[src/rtl/assert_macros.svh]
// Assertion helpers shared by the RTL files.
// Both forms take the clock and the active-low reset so that every check is
// held off while the block is in reset.
`ifndef ASSERT_MACROS_SVH
`define ASSERT_MACROS_SVH

`ifndef SYNTHESIS

// Check a property on every rising clock edge outside reset.
`define CHK_PROP(label, clk_sig, rstn_sig, prop) \
    label: assert property (@(posedge clk_sig) disable iff (!rstn_sig) (prop)) \
        else $error("property check failed");

// Check that a condition never holds on a rising clock edge outside reset.
`define CHK_NEVER(label, clk_sig, rstn_sig, expr) \
    label: assert property (@(posedge clk_sig) disable iff (!rstn_sig) !(expr)) \
        else $error("forbidden condition seen");

`else

`define CHK_PROP(label, clk_sig, rstn_sig, prop)

`define CHK_NEVER(label, clk_sig, rstn_sig, expr)

`endif

`endif

[src/rtl/mipoff_pkg.sv]
package mipoff_pkg;

    // Field widths
    localparam int MipW   = 5;
    localparam int CntW   = 16;
    localparam int BppW   = 8;
    localparam int DataW  = 32;
    localparam int AddrW  = 5;
    localparam int RegIdxW = 3;

    // Shared multiplier: 35-bit operand a, 32-bit operand b, low 35 bits kept.
    // Three bits above the 32-bit window keep the byte count exact before /8.
    localparam int ProdW  = 35;
    localparam int MulBW  = 32;

    // Mip levels the level counter is sized for
    localparam int MaxMips = 32;
    localparam int LvlW    = $clog2(MaxMips);

    // Register indexes on the configuration port
    localparam logic [RegIdxW-1:0] REG_BPP        = 3'd0;
    localparam logic [RegIdxW-1:0] REG_COMPRESSED = 3'd1;
    localparam logic [RegIdxW-1:0] REG_MIP_COUNT  = 3'd2;
    localparam logic [RegIdxW-1:0] REG_FRAMES     = 3'd3;
    localparam logic [RegIdxW-1:0] REG_FACES      = 3'd4;
    localparam logic [RegIdxW-1:0] REG_WIDTH      = 3'd5;
    localparam logic [RegIdxW-1:0] REG_HEIGHT     = 3'd6;
    localparam logic [RegIdxW-1:0] REG_SLICES     = 3'd7;

    // Request functions
    localparam logic FUNC_LOCATE = 1'b0;
    localparam logic FUNC_TOTAL  = 1'b1;

    typedef struct packed {
        logic            func;
        logic [MipW-1:0] mip_level;
        logic [CntW-1:0] frame_index;
        logic [CntW-1:0] face_index;
        logic [CntW-1:0] slice_index;
    } req_t;

    typedef struct packed {
        logic [DataW-1:0] byte_offset;
        logic [DataW-1:0] byte_length;
        logic             found;
    } rsp_t;

    typedef struct packed {
        logic [BppW-1:0] bits_per_pixel;
        logic            block_compressed;
        logic [MipW-1:0] mip_count;
        logic [CntW-1:0] frame_count;
        logic [CntW-1:0] face_count;
        logic [CntW-1:0] image_width;
        logic [CntW-1:0] image_height;
        logic [CntW-1:0] slice_count;
    } cfg_t;

    localparam cfg_t CFG_RESET = '{
        bits_per_pixel:   8'd32,
        block_compressed: 1'b0,
        mip_count:        5'd1,
        frame_count:      16'd1,
        face_count:       16'd1,
        image_width:      16'd1,
        image_height:     16'd1,
        slice_count:      16'd1
    };

    typedef enum logic [3:0] {
        ST_IDLE,
        ST_IMG0,
        ST_IMG1,
        ST_BEF0,
        ST_BEF1,
        ST_BEF2,
        ST_BEF3,
        ST_DIM,
        ST_SLC,
        ST_BPP,
        ST_SC1,
        ST_SC2,
        ST_ACC,
        ST_DONE
    } seq_state_t;

endpackage

[src/rtl/mip_chain_offset_calc.sv]
// Channel   Direction  Handshake                  Payload
// req       in         req_valid / req_stall      mipoff_pkg::req_t
// rsp       out        rsp_valid / rsp_stall      mipoff_pkg::rsp_t
// apb       in/out     psel penable pwrite pready paddr pwdata prdata
//
// A request first counts the images of a level and those ahead of the one
// asked for, then walks the levels; in an in-range locate each level below
// it only halves the dimensions. All steps share the single 35x32 multiplier.
// A new request is taken once the sequencer is back in idle; the result
// register lets the next request start while the last result waits.
// Reset clears the sequencer and the result valid and loads the register
// defaults; a stalled result holds in its register and the sequencer waits.
`include "assert_macros.svh"

module mip_chain_offset_calc
(
    input  logic                            clk,
    input  logic                            rst_n,
    input  logic                            req_valid,
    output logic                            req_stall,
    input  mipoff_pkg::req_t                req,
    output logic                            rsp_valid,
    input  logic                            rsp_stall,
    output mipoff_pkg::rsp_t                rsp,
    input  logic                            psel,
    input  logic                            penable,
    input  logic                            pwrite,
    input  logic [mipoff_pkg::AddrW-1:0]    paddr,
    input  logic [mipoff_pkg::DataW-1:0]    pwdata,
    output logic [mipoff_pkg::DataW-1:0]    prdata,
    output logic                            pready
);

    localparam int ProdW = mipoff_pkg::ProdW;
    localparam int MulBW = mipoff_pkg::MulBW;
    localparam int DataW = mipoff_pkg::DataW;
    localparam int CntW  = mipoff_pkg::CntW;
    localparam int LvlW  = mipoff_pkg::LvlW;
    localparam int BlkW  = CntW - 1;

    mipoff_pkg::cfg_t cfg;

    mipoff_pkg::seq_state_t state_reg;
    mipoff_pkg::seq_state_t state_next;
    logic                   rsp_valid_reg;
    logic                   rsp_valid_next;
    mipoff_pkg::rsp_t       rsp_reg;
    mipoff_pkg::rsp_t       rsp_next;

    mipoff_pkg::req_t       req_reg;
    mipoff_pkg::req_t       req_next;
    logic                   found_reg;
    logic                   found_next;
    logic [LvlW-1:0]        lvl_reg;
    logic [LvlW-1:0]        lvl_next;
    logic [CntW-1:0]        w_reg;
    logic [CntW-1:0]        w_next;
    logic [CntW-1:0]        h_reg;
    logic [CntW-1:0]        h_next;
    logic [DataW-1:0]       img_reg;
    logic [DataW-1:0]       img_next;
    logic [DataW-1:0]       tmp_reg;
    logic [DataW-1:0]       tmp_next;
    logic [DataW-1:0]       bef_reg;
    logic [DataW-1:0]       bef_next;
    logic [DataW-1:0]       off_reg;
    logic [DataW-1:0]       off_next;
    logic [DataW-1:0]       len_reg;
    logic [DataW-1:0]       len_next;

    logic [ProdW-1:0]       mul_a;
    logic [MulBW-1:0]       mul_b;
    logic [ProdW-1:0]       prod;

    logic                   req_take;
    logic                   in_range;
    logic                   hit;
    logic                   skip;
    logic                   last_lvl;
    logic [CntW:0]          w_half;
    logic [CntW:0]          h_half;
    logic [CntW:0]          w_blk_sum;
    logic [CntW:0]          h_blk_sum;
    logic [BlkW-1:0]        w_blk;
    logic [BlkW-1:0]        h_blk;
    logic [DataW-1:0]       lvl_size;

    mipoff_regs u_regs
    (
        .clk     (clk),
        .rst_n   (rst_n),
        .psel    (psel),
        .penable (penable),
        .pwrite  (pwrite),
        .paddr   (paddr),
        .pwdata  (pwdata),
        .prdata  (prdata),
        .cfg     (cfg)
    );

    mipoff_mul u_mul
    (
        .clk (clk),
        .a   (mul_a),
        .b   (mul_b),
        .p   (prod)
    );

    assign pready    = 1'b1;
    assign req_stall = (state_reg != mipoff_pkg::ST_IDLE);
    assign req_take  = req_valid && !req_stall;

    // Range check of an incoming request
    assign in_range = (req.mip_level < cfg.mip_count) &&
                      (req.frame_index < cfg.frame_count) &&
                      (req.face_index < cfg.face_count) &&
                      (req.slice_index < cfg.slice_count);

    // Level walk conditions
    assign hit      = (req_reg.func == mipoff_pkg::FUNC_LOCATE) && found_reg &&
                      (lvl_reg == req_reg.mip_level);
    assign skip     = (req_reg.func == mipoff_pkg::FUNC_LOCATE) && found_reg &&
                      (lvl_reg < req_reg.mip_level);
    assign last_lvl = (lvl_reg == (cfg.mip_count - 5'd1));

    // Next level dimensions: ceiling of half
    assign w_half = {1'b0, w_reg} + 17'd1;
    assign h_half = {1'b0, h_reg} + 17'd1;

    // Block counts for compressed formats, at least one block
    assign w_blk_sum = {1'b0, w_reg} + 17'd3;
    assign h_blk_sum = {1'b0, h_reg} + 17'd3;
    assign w_blk = (w_blk_sum[CntW:2] == '0) ? BlkW'(1) : w_blk_sum[CntW:2];
    assign h_blk = (h_blk_sum[CntW:2] == '0) ? BlkW'(1) : h_blk_sum[CntW:2];

    // Level size in bytes from the bit count product
    assign lvl_size = cfg.block_compressed ? {prod[DataW-2:0], 1'b0}
                                           : prod[DataW+2:3];

    // Sequencer and datapath control
    always_comb
    begin
        state_next     = state_reg;
        rsp_valid_next = rsp_valid_reg && rsp_stall;
        rsp_next       = rsp_reg;
        req_next       = req_reg;
        found_next     = found_reg;
        lvl_next       = lvl_reg;
        w_next         = w_reg;
        h_next         = h_reg;
        img_next       = img_reg;
        tmp_next       = tmp_reg;
        bef_next       = bef_reg;
        off_next       = off_reg;
        len_next       = len_reg;
        mul_a          = '0;
        mul_b          = '0;

        case (state_reg)
            mipoff_pkg::ST_IDLE:
            begin
                if (req_take)
                begin
                    req_next   = req;
                    found_next = (req.func == mipoff_pkg::FUNC_TOTAL) || in_range;
                    lvl_next   = '0;
                    w_next     = cfg.image_width;
                    h_next     = cfg.image_height;
                    off_next   = '0;
                    len_next   = '0;
                    state_next = mipoff_pkg::ST_IMG0;
                end
            end

            // Images per level: frames * faces * slices
            mipoff_pkg::ST_IMG0:
            begin
                mul_a      = ProdW'(cfg.frame_count);
                mul_b      = MulBW'(cfg.face_count);
                state_next = mipoff_pkg::ST_IMG1;
            end

            mipoff_pkg::ST_IMG1:
            begin
                mul_a      = prod;
                mul_b      = MulBW'(cfg.slice_count);
                state_next = mipoff_pkg::ST_BEF0;
            end

            // Images ahead of the one asked for inside its level
            mipoff_pkg::ST_BEF0:
            begin
                img_next   = prod[DataW-1:0];
                mul_a      = ProdW'(req_reg.frame_index);
                mul_b      = MulBW'(cfg.face_count);
                state_next = mipoff_pkg::ST_BEF1;
            end

            mipoff_pkg::ST_BEF1:
            begin
                mul_a      = prod;
                mul_b      = MulBW'(cfg.slice_count);
                state_next = mipoff_pkg::ST_BEF2;
            end

            mipoff_pkg::ST_BEF2:
            begin
                tmp_next   = prod[DataW-1:0];
                mul_a      = ProdW'(req_reg.face_index);
                mul_b      = MulBW'(cfg.slice_count);
                state_next = mipoff_pkg::ST_BEF3;
            end

            mipoff_pkg::ST_BEF3:
            begin
                bef_next = tmp_reg + prod[DataW-1:0] + DataW'(req_reg.slice_index);
                if (cfg.mip_count == '0)
                begin
                    state_next = mipoff_pkg::ST_DONE;
                end
                else
                begin
                    state_next = mipoff_pkg::ST_DIM;
                end
            end

            // Pixels or blocks of one slice of the current level
            mipoff_pkg::ST_DIM:
            begin
                if (cfg.block_compressed)
                begin
                    mul_a = ProdW'(w_blk);
                    mul_b = MulBW'(h_blk);
                end
                else
                begin
                    mul_a = ProdW'(w_reg);
                    mul_b = MulBW'(h_reg);
                end
                if (skip)
                begin
                    lvl_next   = lvl_reg + 1'b1;
                    w_next     = w_half[CntW:1];
                    h_next     = h_half[CntW:1];
                end
                else
                begin
                    state_next = mipoff_pkg::ST_SLC;
                end
            end

            mipoff_pkg::ST_SLC:
            begin
                mul_a = prod;
                if (req_reg.func == mipoff_pkg::FUNC_TOTAL)
                begin
                    mul_b = MulBW'(cfg.slice_count);
                end
                else
                begin
                    mul_b = MulBW'(1);
                end
                state_next = mipoff_pkg::ST_BPP;
            end

            mipoff_pkg::ST_BPP:
            begin
                mul_a      = prod;
                mul_b      = MulBW'(cfg.bits_per_pixel);
                state_next = mipoff_pkg::ST_SC1;
            end

            // Scale the level size by the image count that applies
            mipoff_pkg::ST_SC1:
            begin
                mul_a = ProdW'(lvl_size);
                if (req_reg.func == mipoff_pkg::FUNC_TOTAL)
                begin
                    mul_b      = MulBW'(cfg.frame_count);
                    state_next = mipoff_pkg::ST_SC2;
                end
                else if (hit)
                begin
                    len_next   = lvl_size;
                    mul_b      = bef_reg;
                    state_next = mipoff_pkg::ST_ACC;
                end
                else
                begin
                    mul_b      = img_reg;
                    state_next = mipoff_pkg::ST_ACC;
                end
            end

            mipoff_pkg::ST_SC2:
            begin
                mul_a      = prod;
                mul_b      = MulBW'(cfg.face_count);
                state_next = mipoff_pkg::ST_ACC;
            end

            // Accumulate, then advance to the next level or finish after the last one
            mipoff_pkg::ST_ACC:
            begin
                if (req_reg.func == mipoff_pkg::FUNC_TOTAL)
                begin
                    len_next = len_reg + prod[DataW-1:0];
                end
                else
                begin
                    off_next = off_reg + prod[DataW-1:0];
                end
                if (last_lvl)
                begin
                    state_next = mipoff_pkg::ST_DONE;
                end
                else
                begin
                    lvl_next   = lvl_reg + 1'b1;
                    w_next     = w_half[CntW:1];
                    h_next     = h_half[CntW:1];
                    state_next = mipoff_pkg::ST_DIM;
                end
            end

            // Hand the transaction to the result register once it is free
            mipoff_pkg::ST_DONE:
            begin
                if (!rsp_valid_reg || !rsp_stall)
                begin
                    rsp_next.byte_offset = off_reg;
                    rsp_next.byte_length = len_reg;
                    rsp_next.found       = found_reg;
                    rsp_valid_next       = 1'b1;
                    state_next           = mipoff_pkg::ST_IDLE;
                end
            end

            default:
            begin
                state_next = mipoff_pkg::ST_IDLE;
            end
        endcase
    end

    // Control state
    always_ff @(posedge clk or negedge rst_n)
    begin
        if (!rst_n)
        begin
            state_reg     <= mipoff_pkg::ST_IDLE;
            rsp_valid_reg <= 1'b0;
        end
        else
        begin
            state_reg     <= state_next;
            rsp_valid_reg <= rsp_valid_next;
        end
    end

    // Payload and working registers
    always_ff @(posedge clk)
    begin
        rsp_reg   <= rsp_next;
        req_reg   <= req_next;
        found_reg <= found_next;
        lvl_reg   <= lvl_next;
        w_reg     <= w_next;
        h_reg     <= h_next;
        img_reg   <= img_next;
        tmp_reg   <= tmp_next;
        bef_reg   <= bef_next;
        off_reg   <= off_next;
        len_reg   <= len_next;
    end

    assign rsp_valid = rsp_valid_reg;
    assign rsp       = rsp_reg;

    // An accepted request always starts the sequencer
    `CHK_PROP(a_take_starts, clk, rst_n, req_take |=> (state_reg == mipoff_pkg::ST_IMG0))

    // The sequencer leaves idle only on an accepted request
    `CHK_PROP(a_idle_holds, clk, rst_n, (!req_stall && !req_valid) |=> !req_stall)

    // A new result comes only out of the done state
    `CHK_PROP(a_rsp_done, clk, rst_n, $rose(rsp_valid) |-> $past(state_reg == mipoff_pkg::ST_DONE))

    // An image outside the stored set never reports a length
    `CHK_NEVER(a_miss_no_len, clk, rst_n, rsp_valid && !rsp.found && (rsp.byte_length != '0))

endmodule

[src/rtl/mipoff_mul.sv]
module mipoff_mul
(
    input  logic                            clk,
    input  logic [mipoff_pkg::ProdW-1:0]    a,
    input  logic [mipoff_pkg::MulBW-1:0]    b,
    output logic [mipoff_pkg::ProdW-1:0]    p
);

    localparam int ProdW = mipoff_pkg::ProdW;

    logic [ProdW-1:0] p_next;
    logic [ProdW-1:0] p_reg;

    // Multiply modulo 2^ProdW
    assign p_next = a * ProdW'(b);

    // Register the product before it is used again
    always_ff @(posedge clk)
    begin
        p_reg <= p_next;
    end

    assign p = p_reg;

endmodule

[src/rtl/mipoff_regs.sv]
module mipoff_regs
(
    input  logic                            clk,
    input  logic                            rst_n,
    input  logic                            psel,
    input  logic                            penable,
    input  logic                            pwrite,
    input  logic [mipoff_pkg::AddrW-1:0]    paddr,
    input  logic [mipoff_pkg::DataW-1:0]    pwdata,
    output logic [mipoff_pkg::DataW-1:0]    prdata,
    output mipoff_pkg::cfg_t                cfg
);

    localparam int DataW = mipoff_pkg::DataW;

    mipoff_pkg::cfg_t cfg_reg;
    mipoff_pkg::cfg_t cfg_next;
    logic [mipoff_pkg::RegIdxW-1:0] reg_idx;
    logic wr_en;

    assign reg_idx = paddr[mipoff_pkg::AddrW-1:2];
    assign wr_en   = psel && penable && pwrite;

    // Update the addressed register on the access phase of a write
    always_comb
    begin
        cfg_next = cfg_reg;
        if (wr_en)
        begin
            case (reg_idx)
                mipoff_pkg::REG_BPP:        cfg_next.bits_per_pixel   = pwdata[7:0];
                mipoff_pkg::REG_COMPRESSED: cfg_next.block_compressed = pwdata[0];
                mipoff_pkg::REG_MIP_COUNT:  cfg_next.mip_count        = pwdata[4:0];
                mipoff_pkg::REG_FRAMES:     cfg_next.frame_count      = pwdata[15:0];
                mipoff_pkg::REG_FACES:      cfg_next.face_count       = pwdata[15:0];
                mipoff_pkg::REG_WIDTH:      cfg_next.image_width      = pwdata[15:0];
                mipoff_pkg::REG_HEIGHT:     cfg_next.image_height     = pwdata[15:0];
                mipoff_pkg::REG_SLICES:     cfg_next.slice_count      = pwdata[15:0];
                default:                    cfg_next = cfg_reg;
            endcase
        end
    end

    always_ff @(posedge clk or negedge rst_n)
    begin
        if (!rst_n)
        begin
            cfg_reg <= mipoff_pkg::CFG_RESET;
        end
        else
        begin
            cfg_reg <= cfg_next;
        end
    end

    // Read back the addressed register
    always_comb
    begin
        case (reg_idx)
            mipoff_pkg::REG_BPP:        prdata = DataW'(cfg_reg.bits_per_pixel);
            mipoff_pkg::REG_COMPRESSED: prdata = DataW'(cfg_reg.block_compressed);
            mipoff_pkg::REG_MIP_COUNT:  prdata = DataW'(cfg_reg.mip_count);
            mipoff_pkg::REG_FRAMES:     prdata = DataW'(cfg_reg.frame_count);
            mipoff_pkg::REG_FACES:      prdata = DataW'(cfg_reg.face_count);
            mipoff_pkg::REG_WIDTH:      prdata = DataW'(cfg_reg.image_width);
            mipoff_pkg::REG_HEIGHT:     prdata = DataW'(cfg_reg.image_height);
            mipoff_pkg::REG_SLICES:     prdata = DataW'(cfg_reg.slice_count);
            default:                    prdata = '0;
        endcase
    end

    assign cfg = cfg_reg;

endmodule
[config.mk]
export PLATFORM = sky130hd
export DESIGN_NAME = mip_chain_offset_calc
export DESIGN_NICKNAME = d
export VERILOG_FILES = /design/src/rtl/mipoff_pkg.sv /design/src/rtl/mip_chain_offset_calc.sv /design/src/rtl/mipoff_mul.sv /design/src/rtl/mipoff_regs.sv
export VERILOG_INCLUDE_DIRS = /design/src /design/src/rtl
export SDC_FILE = /design/constraint.sdc
export NUM_CORES = 2
export LEC_CHECK = 0
export ABC_AREA = 1
export BUFFER_PORTS_ARGS = -buffer_cell sky130_fd_sc_hd__buf_2
export CAP_MARGIN = 15
export CORE_ASPECT_RATIO = 1.1
export CORE_MARGIN = 2
export CORE_UTILIZATION = 60
export DETAILED_ROUTE_END_ITERATION = 16
export GPL_TIMING_DRIVEN = 0
export PLACE_DENSITY = 0.78
export SKIP_CTS_REPAIR_TIMING = 1
export SLEW_MARGIN = 0
export SYNTH_ARGS = -nofsm -noshare
export SYNTH_HDL_FRONTEND = slang
export SYNTH_SLANG_ARGS = --single-unit
[constraint.sdc]
create_clock -name clk -period 17.7 [get_ports clk]
set_clock_uncertainty 0.1 [all_clocks]
set_input_delay 0.885 -clock clk [delete_from_list [all_inputs] [get_ports clk]]
set_output_delay 0.885 -clock clk [all_outputs]
set_load 0.005 [all_outputs]
### Word level (Yosys, flattened, before mapping)

Index checks and enable logic that the tools add are counted.
W data, S select, Z words.

* add/sub/neg operators: 10
* multiply operators: 1
* $lt $le $gt $ge: 5
* equal/unequal tests: 31
* muxes and demuxes: 39
* bitwise logic cells: 1
* reduce and logical (&&, ||, !) cells: 41

Operators with widths (count)
* $mux W32: 8
* $pmux W32 S8: 1
* $pmux W35 S6: 1
* $pmux W32 S6: 1
* $mux W16: 9
* $add A32 B32 Y32: 3
* $pmux W16 S3: 2
* $pmux W32 S3: 1
* $pmux W32 S2: 1
* $pmux W4 S14: 1
* $lt A16 B16 Y1: 3
* $mul A35 B32 Y35: 1
* $add A16 B1 Y17 const B: 2
* $add A16 B2 Y17 const B: 2
* $add A32 B16 Y32: 1
* $logic_not A15 Y1: 2
* $mux W15: 2
* $eq A4 B4 Y1 const B: 6
* $mux W4: 5
* $reduce_and A2 Y1: 10
* $ne A2 B2 Y1 const B: 9
* $eq A4 B3 Y1 const B: 4
* $mux W5: 3
* $pmux W5 S3: 1
* other kinds (26): 49

* bits in registers: 451
* output and inout bits: 100
* word-level logic and storage cells: 156

### Logic depth before layout (Yosys ltp)

* depth in word-level cells: 7
* gate-level depth with buffers: 46
* gate-level depth less buffers: 44

### Cells and area by module

Synthesis repeated with hierarchy kept, for this count alone.

* cells, all modules: 5930
* area total of the unflattened synthesis: 47276.6 um2

Modules (own cells, without submodules)
* mip_chain_offset_calc: times used 1, cells each 2696, area each 22276.4 um2, sequential area each 9644.2 um2
* mipoff_mul: times used 1, cells each 2689, area each 20455.9 um2, sequential area each 700.7 um2
* mipoff_regs: times used 1, cells each 545, area each 4544.4 um2, sequential area each 2361.0 um2

### Worst setup path after synthesis

Ideal clock, no wire load.

* path type: register to register
* start point: register lvl_reg[2]
* end point: register u_mul.p_reg[29] (netlist: u_mul.p[29])
* setup time: 0.072 ns
* data arrival time: 7.884 ns
* setup slack: 9.644 ns
* stages on the path, launching flop included: 44
* period minus slack after synthesis: 8.056 ns
* cells stage by stage: edfxtp_1 -> ha_1 -> nand2_1 -> nor2_1 -> nand2_2 -> buf_6 -> buf_6 -> o211ai_1 -> nand4_1 -> nor2_1 -> clkbuf_1 -> buf_1 -> nor2_1 -> fa_1 -> inv_1 -> fa_1 -> inv_1 -> fa_1 -> (+8 left out) -> inv_1 -> ha_1 -> a21oi_1 -> nand2_1 -> nand3_1 -> nand2_1 -> nand2_1 -> nand2_1 -> nand2_1 -> nand2_1 -> nand2_1 -> nand2_1 -> nand2_1 -> nand2_1 -> a21oi_1 -> o21bai_1 -> a21oi_1 -> xnor2_1

* word-level cells in the longest chain between the ends: 6

Ends and longest elaborated chain
* start: declaration: line mip_chain_offset_calc.sv:54 `logic [LvlW-1:0] lvl_reg;`
* start signal: assignment: line mip_chain_offset_calc.sv:367 `lvl_reg <= lvl_next;`
* $eq A5 B5 Y1: line mip_chain_offset_calc.sv:121 `(lvl_reg == req_reg.mip_level);`
* $logic_and A1 B1 Y1: line mip_chain_offset_calc.sv:120 `assign hit = (req_reg.func == mipoff_pkg::FUNC_LOCATE) && found_reg &&`
* $mux W32: line mip_chain_offset_calc.sv:282 `else if (hit)`
* $mux W32: line mip_chain_offset_calc.sv:277 `if (req_reg.func == mipoff_pkg::FUNC_TOTAL)`
* $pmux W32 S6: line mip_chain_offset_calc.sv:159 `case (state_reg)`
* $mul A35 B32 Y35: line mipoff_mul.sv:15 `assign p_next = a * ProdW'(b);`
* via u_mul.p_next[29]: line mipoff_mul.sv:11 `logic [ProdW-1:0] p_next;`
* end signal: assignment: line mipoff_mul.sv:20 `p_reg <= p_next;`
* end: declaration: line mipoff_mul.sv:12 `logic [ProdW-1:0] p_reg;`

The timed path passes the listed nets, and every way through them passes these cells.
A chain may end at the register's enable or synchronous reset.

### Final worst setup path

* start point: register u_regs.cfg_reg, in the netlist u_regs.cfg[85]
* end point: register u_mul.p_reg[34] (netlist: u_mul.p[34])

* word-level cells in the longest chain between the ends: 3

Ends and longest elaborated chain
* start: declaration: line mipoff_regs.sv:16 `mipoff_pkg::cfg_t cfg_reg;`
* start signal: assignment: line mipoff_regs.sv:48 `cfg_reg <= mipoff_pkg::CFG_RESET;`
* start signal: assignment: line mipoff_regs.sv:52 `cfg_reg <= cfg_next;`
* $mux W32 or $mux W16 (tied branches): line mip_chain_offset_calc.sv:137, mip_chain_offset_calc.sv:230
* $pmux W35 S6 or $pmux W32 S6 (tied branches): line mip_chain_offset_calc.sv:159
* $mul A35 B32 Y35 *: line mipoff_mul.sv:15
* via u_mul.p_next[34]: line mipoff_mul.sv:11

Mark *: on every way through the listed nets, which the timed path passes. The rest lies on a longest branch.

==> results_dict.tcl <==
set metrics [dict create \
    grt.met3_usage 0.0836 \
    routed_wl_um 161000 \
    fmax_ghz 0.0913 \
    drc 0 \
    core_region_area_um2 73400 \
    min_period_ns 10.95 \
    rows 104 \
    initial_core_util 0.608 \
    r2r_cells 33 \
    drive_above_1_share 0.0671 \
    finalHoldViolCount 0 \
    grt-ovfl-total 0 \
    synth-async-reset-ratio 0.220 \
    utilization 0.664 \
    synth-seq-cells 451 \
    avgRoutedWirePerCell_um 24.6 \
    muxShareOfSynthArea 0.000224 \
    worstSetupStartpoint "u_regs.cfg[85]$_DFFE_PN0P_" \
    fin_area_um2 48700 \
    num_vias 38572 \
    synth_edf_count 317 \
    placed_cell_area_um2 47000 \
    critPathArrivalTime_ns 11.40 \
    synthCells 5293 \
    yosys_most_used_dff "edfxtp_1" \
    netlist.area_leader.share 0.232 \
    crit_type "flop to flop" \
    r2r_end "u_mul.p[34]$_DFF_P_" \
    setup_viol 0 \
    area_growth_syn_to_layout_pct 9.15 \
    die_h_um 290 \
    crit_required_ns 18.14 \
    antenna_cells 0 \
    fin_crit_sh 0.619 \
    synth_compound_area_frac 0.0871 \
    drtIter0Drc 4111 \
    nets 6441 \
    avgSynthCellArea_um2 8.44 \
    clock_sinks 451 \
    slowest_delay_ns 0.96 \
    critPathCapture "u_mul.p[34]$_DFF_P_" \
    relSlewSlack 0.132 \
    worst_pin_slew_ns 1.30 \
    hold_ws_ns 0.190 \
    seq_area_frac_synth 0.285 \
    clockBufferDepth 3 \
    synth_top_area_cell "fa_1" \
    hold_class "input pin to async pin" \
    gp_congestion 1.03 \
    cap_violations 0 \
    status "complete, no violations" \
    busiest_layer "met2" \
    clkLatencyLatePin_ns 0.64 \
    rr_startpoint "u_regs.cfg[85]$_DFFE_PN0P_" \
    largest_register_ffs 94 \
    dieWidth_um 264 \
    dp_hpwl_um 129000 \
    synth-adder-area-share 0.314 \
    grt_pass1_vias 38779 \
    yosysWarnings 0 \
    fillers 6301 \
    ys_top_cells_by_count "1116 x nand2_1, 1072 x inv_1, 542 x nor2_1" \
    timing.setup.tns_ns 0 \
    io_pins 198 \
    grtUsageMet1 0.511 \
    antenna_found_initial 2 \
    numCtsBuffers 50 \
    synth_area_um2 44600 \
    crit_fanout 10 \
    slew_viol_final 0 \
    ys_top_cells_by_area "fa_1 23%, edfxtp_1 21%, nand2_1 9.4%" \
    clkSlewWorstSetupHoldPaths_ns 0.07 \
    synth.most_common_cell "nand2_1" \
    cts_tree "built" \
    start_kind "flop" \
    critPathSlowestCell "nor3_1" \
    drtAntennaViolNets 0 \
    worstSetupEndpointType "flop" \
    portBuffers 162 \
    cts_root_buffer "clkbuf_16" \
    htreeDepth 2 \
    grt_pass1_wl_um 238000 \
    synth_cell_types 62 \
    die-area_um2 76600 \
    rsz0062_at_grt "no" \
    grt_max_degree 53 \
    synth_top_family_by_area "adder cells" \
    globalRouteTotalUtil 0.423 \
    dr.pass1.iters 8 \
    yosys.area_share.xor_xnor 0.0261 \
    viasPerCell 5.91 \
    yosys.area_share.simple 0.179 \
    gr-usage-met2 0.658 \
    regToRegSetupSlack_ns 6.75 \
]
## placed cells by master (no fill, tap or decap), drive strengths merged, types with 9 or more instances in the layout
cell type	n
dfxtp	35
dfrtp	92
nor3	40
a221oi	15
nand3	160
ha	294
nor2	561
buf	234
nand2	1125
fa	517
clkbuf	174
a22oi	15
o2111ai	14
o21bai	19
inv	1083
o21a	20
o21ai	261
nand4	38
clkinv	22
xor2	84
nand3b	15
o22ai	17
or2	9
o211ai	16
a31oi	15
xnor2	49
edfxtp	317
a21oi	230
a21o	9
a21boi	11
o221ai	10
conb	17
a211oi	9
## cells by family after synthesis
| logic type | after synthesis |
|---|---|
| adder cells (fa/ha/maj) | 811 |
| AND/OR/NAND/NOR | 1965 |
| AO/OA/AOI/OAI | 677 |
| buffers and inverters | 1253 |
| flip-flops | 451 |
| multiplexers | 1 |
| other | 2 |
| XOR/XNOR | 133 |
## worst min path at each step
stage / to / depth (start not counted) / slack (ns) / from
2_1_floorplan: img_reg[31]$_DFFE_PN_ / 0 / 0.32 / u_mul.p[31]$_DFF_P_
3_3_place_gp: rsp[39]$_DFFE_PP_ / 0 / 0.34 / off_reg[6]$_SDFFCE_PN0P_
3_5_place_dp: rsp[7]$_DFFE_PP_ / 0 / 0.35 / len_reg[6]$_DFFE_PP_
4_1_cts: u_regs.cfg[89]$_DFFE_PN0P_ / 1 / 0.20 / rst_n
5_1_grt: u_regs.cfg[89]$_DFFE_PN0P_ / 1 / 0.25 / rst_n
6_report: u_regs.cfg[89]$_DFFE_PN0P_ / 1 / 0.19 / rst_n
## cell type report
class                   count  area (um2)  share of cell area
plain buffers             161         751              0.0154
well taps                 954        1190              0.0245
repair buffers            172        1010              0.0208
flip-flops and latches    451       12700               0.261
clock inverters            19         309             0.00634
multi-input cells        3604       27200               0.558
inverters                1092        4100              0.0842
clock buffers              75        1460              0.0299
## critical path: cells and delay by family (launching register included)
kind / cells / cell delay (ns)
AOI/OAI and AO/OA: 5 / 1.18
buffers and inverters: 10 / 2.79
and+or+nand+nor: 9 / 1.92
DFF: 1 / 0.39
adders and majority gates: 9 / 4.49
## metal layers
metal / vias to the layer above / wire length, um
met4: 2 / 16700
met3: 650 / 15900
met2: 2347 / 72100
met1: 18526 / 56200
li1: 17047 / -
met5: - / 13
## metrics by stage
stage | worst slack (ns) | std cells
finish | 6.75 | 6528
global route | 6.52 | 6528
CTS | 7.19 | 6528
detailed placement | 7.18 | 6434
global placement | 7.21 | 6424
floorplan | 9.64 | 5308
Power is left out: the tool's default activity adds up to more than one toggle a clock period on the data nets, which glitch-free logic cannot reach.
